--- config.mk ---
export PLATFORM = sky130hd
export DESIGN_NAME = stop_and_wait_sender
export DESIGN_NICKNAME = d
export VERILOG_FILES = /design/src/sws_pkg.sv /design/src/sws_cksum.sv /design/src/sws_ctrl.sv /design/src/stop_and_wait_sender.sv
export SDC_FILE = /design/constraint.sdc
export NUM_CORES = 1
export LEC_CHECK = 0
export BUFFER_PORTS_ARGS = -buffer_cell sky130_fd_sc_hd__buf_2
export CORE_ASPECT_RATIO = 0.8
export CORE_UTILIZATION = 45
export CTS_BUF_LIST = sky130_fd_sc_hd__clkbuf_2 sky130_fd_sc_hd__clkbuf_4 sky130_fd_sc_hd__clkbuf_8
export CTS_CLUSTER_DIAMETER = 120
export CTS_CLUSTER_SIZE = 24
export DETAILED_ROUTE_END_ITERATION = 10
export PLACE_DENSITY = 0.66
export SKIP_CTS_REPAIR_TIMING = 1
export SYNTH_ARGS = -nofsm -noshare
export SYNTH_HDL_FRONTEND = slang
export SYNTH_SLANG_ARGS = --single-unit
export TNS_END_PERCENT = 50
--- constraint.sdc ---
create_clock -name clk -period 10.5 [get_ports clk]
set_input_delay 0.525 -clock clk [delete_from_list [all_inputs] [get_ports clk]]
set_output_delay 0.525 -clock clk [all_outputs]
set_load 0.01 [all_outputs]
--- src/sws_pkg.sv ---
// Shared types, codes and helpers for the stop-and-wait sender.
// No dependencies; imported by every module of the block.
package sws_pkg;

	localparam int DATA_BYTES = 10;
	localparam logic [3:0] MAX_LEN = 4'(DATA_BYTES);
	localparam logic [15:0] TIMEOUT_RST = 16'd1000;

	typedef enum logic [1:0] {
		REQ_SEND = 2'd0,
		REQ_ACK  = 2'd1,
		REQ_TICK = 2'd2
	} req_t;

	typedef enum logic [2:0] {
		EV_NONE      = 3'd0,
		EV_DELIVERED = 3'd1,
		EV_TIMEOUT   = 3'd2,
		EV_BAD_CKSUM = 3'd3,
		EV_BAD_SEQ   = 3'd4,
		EV_IGNORED   = 3'd5
	} event_t;

	typedef enum logic {
		ST_IDLE = 1'b0,
		ST_WAIT = 1'b1
	} sws_state_t;

	typedef struct packed {
		logic [1:0]         req_type;
		logic [63:0]        data_lo;
		logic [15:0]        data_hi;
		logic [3:0]         byte_count;
		logic signed [31:0] ack_number;
		logic signed [31:0] ack_check;
	} in_item_t;

	typedef struct packed {
		logic              tx_valid;
		logic              tx_seq;
		logic [3:0]        tx_len;
		logic signed [7:0] tx_cksum;
		logic [63:0]       tx_data_lo;
		logic [15:0]       tx_data_hi;
		logic [2:0]        event_code;
		logic              busy_res;
	} out_item_t;

	// strobes from the pipeline wrapper into the control stage
	typedef struct packed {
		logic fire;
		logic cfg_we;
	} ctl_t;

	function automatic logic [3:0] clamp_len(logic [3:0] n);
		return (n > MAX_LEN) ? MAX_LEN : n;
	endfunction

	// byte-enable mask over data bytes 0..9, bytes at or past len cleared
	function automatic logic [79:0] data_mask(logic [3:0] len);
		logic [79:0] m;
		m = '0;
		for (int i = 0; i < DATA_BYTES; i++) begin
			if (4'(i) < len) begin
				m[i*8 +: 8] = 8'hFF;
			end
		end
		return m;
	endfunction

endpackage

--- src/sws_cksum.sv ---
// 8-bit XOR checksum over the 32-bit number, the length and the (pre-masked) data bytes.
// Uses sws_pkg; pure combinational XOR tree.
module sws_cksum (
	input  logic [31:0] number,
	input  logic [3:0]  len,
	input  logic [63:0] lo,
	input  logic [15:0] hi,
	output logic [7:0]  sum
);
	import sws_pkg::*;

	always_comb begin
		logic [7:0] acc;
		acc = number[7:0] ^ number[15:8] ^ number[23:16] ^ number[31:24];
		acc = acc ^ {4'b0, len};
		for (int i = 0; i < 8; i++) begin
			acc = acc ^ lo[i*8 +: 8];
		end
		acc = acc ^ hi[7:0] ^ hi[15:8];
		sum = acc;
	end

endmodule

--- src/sws_ctrl.sv ---
// Sender state (wait flag, sequence bit, timer, held packet) and result logic.
// Uses sws_pkg and sws_cksum; evaluates one item per fire strobe.
module sws_ctrl (
	input  logic               clk,
	input  logic               arst_n,
	input  sws_pkg::ctl_t      ctl,
	input  sws_pkg::in_item_t  item,
	input  logic [15:0]        cfg_data,
	output sws_pkg::out_item_t res
);
	import sws_pkg::*;

	sws_state_t  state_q, state_nxt;
	logic        seq_q;
	logic [15:0] timer_q;
	logic [15:0] timeout_q;
	logic [3:0]  held_len_q;
	logic [7:0]  held_check_q;
	logic [63:0] held_lo_q;
	logic [15:0] held_hi_q;

	logic [3:0]  len;
	logic [79:0] mask;
	logic [63:0] m_lo;
	logic [15:0] m_hi;
	logic [31:0] number;
	logic [7:0]  ck;
	logic [31:0] expect_ck;
	logic [16:0] timer_inc;
	logic        tmo;

	logic        do_load, do_retx, do_good, do_tick;
	event_t      ev;

	assign len  = clamp_len(item.byte_count);
	assign mask = data_mask(len);
	assign m_lo = item.data_lo & mask[63:0];
	assign m_hi = item.data_hi & mask[79:64];

	// one checksum unit serves both the outgoing packet and the ACK check
	assign number = (item.req_type == REQ_ACK) ? item.ack_number : {31'b0, seq_q};

	sws_cksum u_cksum (
		.number (number),
		.len    (len),
		.lo     (m_lo),
		.hi     (m_hi),
		.sum    (ck)
	);

	assign expect_ck = {{24{ck[7]}}, ck};
	assign timer_inc = {1'b0, timer_q} + 17'd1;
	assign tmo       = timer_inc >= {1'b0, timeout_q};

	// decision / output decode
	always_comb begin
		do_load = 1'b0;
		do_retx = 1'b0;
		do_good = 1'b0;
		do_tick = 1'b0;
		ev      = EV_NONE;
		case (item.req_type)
			REQ_SEND: begin
				if (state_q == ST_WAIT) begin
					ev = EV_IGNORED;
				end else begin
					do_load = 1'b1;
				end
			end
			REQ_ACK: begin
				if (state_q == ST_IDLE) begin
					ev = EV_IGNORED;
				end else if (item.ack_check != expect_ck) begin
					ev      = EV_BAD_CKSUM;
					do_retx = 1'b1;
				end else if (item.ack_number != {31'b0, seq_q}) begin
					ev      = EV_BAD_SEQ;
					do_retx = 1'b1;
				end else begin
					ev      = EV_DELIVERED;
					do_good = 1'b1;
				end
			end
			REQ_TICK: begin
				if (state_q == ST_WAIT) begin
					if (tmo) begin
						ev      = EV_TIMEOUT;
						do_retx = 1'b1;
					end else begin
						do_tick = 1'b1;
					end
				end
			end
			default: ev = EV_IGNORED;
		endcase
	end

	// next state
	always_comb begin
		state_nxt = state_q;
		case (state_q)
			ST_IDLE: if (ctl.fire && do_load) state_nxt = ST_WAIT;
			ST_WAIT: if (ctl.fire && do_good) state_nxt = ST_IDLE;
			default: state_nxt = ST_IDLE;
		endcase
	end

	// result item
	always_comb begin
		res            = '0;
		res.event_code = ev;
		res.busy_res   = (state_nxt == ST_WAIT);
		if (do_load) begin
			res.tx_valid   = 1'b1;
			res.tx_seq     = seq_q;
			res.tx_len     = len;
			res.tx_cksum   = ck;
			res.tx_data_lo = m_lo;
			res.tx_data_hi = m_hi;
		end else if (do_retx) begin
			res.tx_valid   = 1'b1;
			res.tx_seq     = seq_q;
			res.tx_len     = held_len_q;
			res.tx_cksum   = held_check_q;
			res.tx_data_lo = held_lo_q;
			res.tx_data_hi = held_hi_q;
		end
	end

	always_ff @(posedge clk or negedge arst_n) begin
		if (!arst_n) begin
			state_q      <= ST_IDLE;
			seq_q        <= 1'b0;
			timer_q      <= '0;
			timeout_q    <= TIMEOUT_RST;
			held_len_q   <= '0;
			held_check_q <= '0;
		end else begin
			if (ctl.cfg_we) begin
				timeout_q <= cfg_data;
			end
			if (ctl.fire) begin
				state_q <= state_nxt;
				if (do_load || do_retx || do_good) begin
					timer_q <= '0;
				end else if (do_tick) begin
					timer_q <= timer_inc[15:0];
				end
				if (do_good) begin
					seq_q <= ~seq_q;
				end
				if (do_load) begin
					held_len_q   <= len;
					held_check_q <= ck;
				end
			end
		end
	end

	// held payload, undefined until the first send
	always_ff @(posedge clk) begin
		if (ctl.fire && do_load) begin
			held_lo_q <= m_lo;
			held_hi_q <= m_hi;
		end
	end

endmodule

--- src/stop_and_wait_sender.sv ---
// Top level of the alternating-bit sender: input register, control stage, result register.
// Uses sws_pkg and sws_ctrl (which holds sws_cksum).
//
//  channel | signals                        | moves
//  --------+--------------------------------+----------------------------------
//  in      | in_valid  in_ready  in_data    | one request (send / ACK / tick)
//  out     | out_valid out_ready out_data   | one result per request
//  cfg     | cfg_valid cfg_ready cfg_data   | timeout_ticks write
//
// One request per cycle sustained while out_ready stays high; a request passes the input
// register, then the result register, before out_valid rises.
// The control stage (checksum tree, compare, state update) is the only logic
// between the two registers; sequence bit and timer change only on a fire.
// A stalled out channel holds the result register and the input register,
// then in_ready drops; cfg_ready is always high.
// Reset: idle, sequence bit 0, timer 0, timeout_ticks 1000, both stages empty.
module stop_and_wait_sender (
	input  logic               clk,
	input  logic               arst_n,
	input  logic               in_valid,
	output logic               in_ready,
	input  sws_pkg::in_item_t  in_data,
	output logic               out_valid,
	input  logic               out_ready,
	output sws_pkg::out_item_t out_data,
	input  logic               cfg_valid,
	output logic               cfg_ready,
	input  logic [15:0]        cfg_data
);
	import sws_pkg::*;

	in_item_t  in_s1;
	logic      in_vld_s1;
	out_item_t out_s2;
	logic      out_vld_s2;
	out_item_t res;
	ctl_t      ctl;
	logic      fire;

	// stage 1 advances when the result register is empty or being drained
	assign fire       = in_vld_s1 && (!out_vld_s2 || out_ready);
	assign in_ready   = !in_vld_s1 || fire;
	assign cfg_ready  = 1'b1;
	assign ctl.fire   = fire;
	assign ctl.cfg_we = cfg_valid;

	always_ff @(posedge clk or negedge arst_n) begin
		if (!arst_n) begin
			in_vld_s1  <= 1'b0;
			out_vld_s2 <= 1'b0;
		end else begin
			if (in_ready) begin
				in_vld_s1 <= in_valid;
			end
			if (fire) begin
				out_vld_s2 <= 1'b1;
			end else if (out_ready) begin
				out_vld_s2 <= 1'b0;
			end
		end
	end

	// payload registers, no reset
	always_ff @(posedge clk) begin
		if (in_ready && in_valid) begin
			in_s1 <= in_data;
		end
		if (fire) begin
			out_s2 <= res;
		end
	end

	sws_ctrl u_ctrl (
		.clk      (clk),
		.arst_n   (arst_n),
		.ctl      (ctl),
		.item     (in_s1),
		.cfg_data (cfg_data),
		.res      (res)
	);

	assign out_valid = out_vld_s2;
	assign out_data  = out_s2;

`ifndef ASSERT_OFF
	// no packet: every packet field reads zero
	a_idle_fields_zero: assert property (@(posedge clk) disable iff (!arst_n)
		out_valid && !out_data.tx_valid |-> !out_data.tx_seq && out_data.tx_len == 4'd0
			&& out_data.tx_cksum == 8'sd0 && out_data.tx_data_lo == 64'd0
			&& out_data.tx_data_hi == 16'd0)
		else $error("transfer without packet carries nonzero packet fields");

	// a delivered ACK frees the sender and sends nothing
	a_delivered_frees: assert property (@(posedge clk) disable iff (!arst_n)
		out_valid && out_data.event_code == EV_DELIVERED |->
			!out_data.busy_res && !out_data.tx_valid)
		else $error("delivered event left sender busy or sent a packet");

	// a held request that cannot advance keeps stage 1 occupied
	a_s1_holds: assert property (@(posedge clk) disable iff (!arst_n)
		in_vld_s1 && !fire |=> in_vld_s1 && $stable(in_s1))
		else $error("stalled request lost from input register");

	// empty input register always accepts
	a_ready_when_empty: assert property (@(posedge clk) disable iff (!arst_n)
		!in_vld_s1 |-> in_ready)
		else $error("in_ready low with empty input register");
`endif

endmodule
==> qor.yml <==
finish:
  fin_area_um2: 18500
  layoutNonFillerInstCount: 1906
  mostFrequentLayoutCells: "edfxtp_1, buf_2, nand2_1, a22o_1, xnor2_1"
  final_layout_size_suffix_gt1_share_pct: 23.6
  final_nets: 1601
  multi_input_area_um2: 4950
  fillCellCount: 3122
  final_common_cell: "edfxtp_1"
  area_growth_syn_to_layout_pct: 13.0
  regArea_um2: 11100
  final_core_util_pct: 51.6
synth:
  syn_area_um2: 16400
  ys_types: 74
  syn_area_per_cell_um2: 14.0
  synth_top_family_by_area: "compound AO/OA/AOI/OAI gates"
  yosys.area_share.simple_pct: 10.4
  synth_fa_ha_area_share_pct: 1.79
  synth-seq-cells: 376
  synth_top_flop_cell: "edfxtp_1"
  seq_area_frac_synth_pct: 67.4
  syn_nets: 1360
  synth_edf_count: 328
  yosysWarnings: 0
  synth-xor-area-share_pct: 6.05
  synthCells: 1168
  synth_compound_area_share_pct: 11.4
  ys_async_sr_fraction_pct: 12.8
  synthMuxAreaShare_pct: 0.443
grt:
  overflow: 0
  grt_pass1_wl_mm: 60.0
  antenna_found_initial: 7
  grt_pass1_vias: 9959
  grt_max_degree: 95
  grt_usage_pct: 21.2
sta:
  setup_slack_ns: 5.04
  slew_headroom_pct: 18.9
  tightest_slew_ns: 1.21
  period_share_pct: 52.0
  grt_setup_unrepaired: "no"
  slew_violations: 0
  fin_crit_ns: 5.46
  hold_ws_ns: 0.0136
  clock.fmax_ghz: 0.183
  tns_ns: 0
  final-hold-violation-count: 0
  fin_skew_ns: 0.0359
  finalSetupViolCount: 0
detailed_routing:
  detail-route-antenna-nets: 0
  first_pass_iters: 5
  drcViolationCount: 0
  wl_per_cell_um: 20.9
  drt-initial-drc-count: 897
  vias_per_cell: 5.42
  vias: 10300
  drt_wl_total_mm: 39.9
die:
  ios: 272
  die_area_um2: 37200
  chipWidth_um: 215
  die_y_um: 173
  start_util_pct: 45.7
  coreArea_um2: 35900
  row_count: 62
placed_design:
  place_congestion: 0.860
  placed_area_um2: 18200
  io_buffers: 270
  place_ws_ns: 5.10
  placed_cells: 1868
  hpwl_mm: 27.9
cts:
  cts.clk_slew.worst_paths_ns: 0.15
  cts-root-buf: "clkbuf_8"
  ctsLongestPathBuffers: 3
  cts_tree: "done"
  cts_buffers: 19
  htree_levels: 1
  clk_latency_ns: 0.62
  cts.sinks: 376
power:
  combPwrFrac_pct: 17.7
  peakVddDrop_uv: 111
  power_frac_clock_pct: 21.5
  power_density_nw_per_um2: 167
  netSwitchingFraction_pct: 27.3
  seq_power_share_pct: 60.7
  report.power.total_mw: 3.09
  power_leakage_nw: 7.18
  internal_power_mw: 2.25
  power.switching_mw: 0.842
critical_path:
  path_delay_family: "simple AND/OR/NAND/NOR gates"
  cp_data_required_time_ns: 10.97
  critPathLaunchType: "flop"
  r2r_cells: 12
  cp_max_fo: 80
  path_buf_inv: 2
  cp_num_cells: 12
  critPathSlowestCell: "nor2_1"
  crit_start: "in_s1[66]"
  path_cells: "buf_4, nor2_1, a221oi_2, xnor2_1, xnor2_1, xnor3_1, mux2i_1, nand4_1, nor3_1, a221oi_4, buf_4, a22o_1"
  reg2reg_from: "in_s1[66]"
  worstSetupEndpointType: "flop"
  cpPeakStageDelay_ns: 0.96
  cp_data_arrival_time_ns: 5.94
  worst-setup-path-type: "reg2reg"
worst_hold_path:
  hp-class: "in2async"
status:
  outcome: "finished, final reports clean"
run:
  timing.max_cap.violations: 0
-- registers in the layout, summed over array words and instances, names as in the netlist --
name and cells:
in_s1 150, in_vld_s1 1, out_data 98, out_valid 1, u_ctrl.held_check_q 8, u_ctrl.held_hi_q 16, u_ctrl.held_len_q 4, u_ctrl.held_lo_q 64
u_ctrl.seq_q 1, u_ctrl.state_q 1, u_ctrl.timeout_q 16, u_ctrl.timer_q 16
-- cell families after synthesis --
logic type,after synthesis
XOR/XNOR,96
buffers and inverters,90
AND/OR/NAND/NOR,323
multiplexers,7
AO/OA/AOI/OAI,251
other,1
flip-flops,376
adder cells (fa/ha/maj),24
-- synthesized netlist by cell type (all sizes together), types with 21 or more instances --
cell type	count	share of area, %
a21oi	27	0.85
a22o	93	5.0
xor2	29	1.5
inv	30	0.69
nand2	96	2.2
edfxtp	328	60
xnor2	56	3.0
nand3	22	0.67
nor2b	54	2.1
dfrtp	42	6.4
ha	21	1.6
buf	34	1.2
nor2	30	0.69
o21ai	56	1.7
and2	23	0.88
clkbuf	26	0.60
-- power by group through the flow --
stage | clock [mW] | sequential [mW] | combinational (mW)
2_1_floorplan | 0 | 1.90 | 0.353
3_3_place_gp | 0 | 1.91 | 0.538
3_5_place_dp | 0 | 1.91 | 0.550
4_1_cts | 0.687 | 1.88 | 0.552
5_1_grt | 0.727 | 1.89 | 0.601
6_report | 0.665 | 1.88 | 0.548
-- path summary, 6_finish.rpt --
check | end | slack [ns]
setup / recovery | out_data[56] | 5.04
hold / removal | u_ctrl.timeout_q[1] | 0.01
setup reg to reg | out_data[56] | 5.04
hold reg to reg | u_ctrl.held_check_q[3] | 0.50
max in group asynchronous | u_ctrl.held_len_q[2] | 10.06
min in group clk | in_s1[62] | 0.09
-- area by class of cell --
| cell class | count | area share (%) |
|---|---|---|
| clock inverter | 1 | 0.0473 |
| tap | 480 | 3.24 |
| inverter | 30 | 0.628 |
| antenna | 5 | 0.0675 |
| multi-input combinational | 702 | 26.7 |
| sequential | 376 | 59.7 |
| clock buffer | 32 | 1.94 |
| timing repair buffer | 280 | 7.70 |
-- layer usage --
layer	track usage [%]	vias up	share of wire [%]
met5	0	-	0.075
met4	5.41	6	2.4
met3	4.71	51	7.1
met2	32.2	347	45
met1	30.8	5034	45
li1	-	4891	-
(Power assumes the default switching activity.)
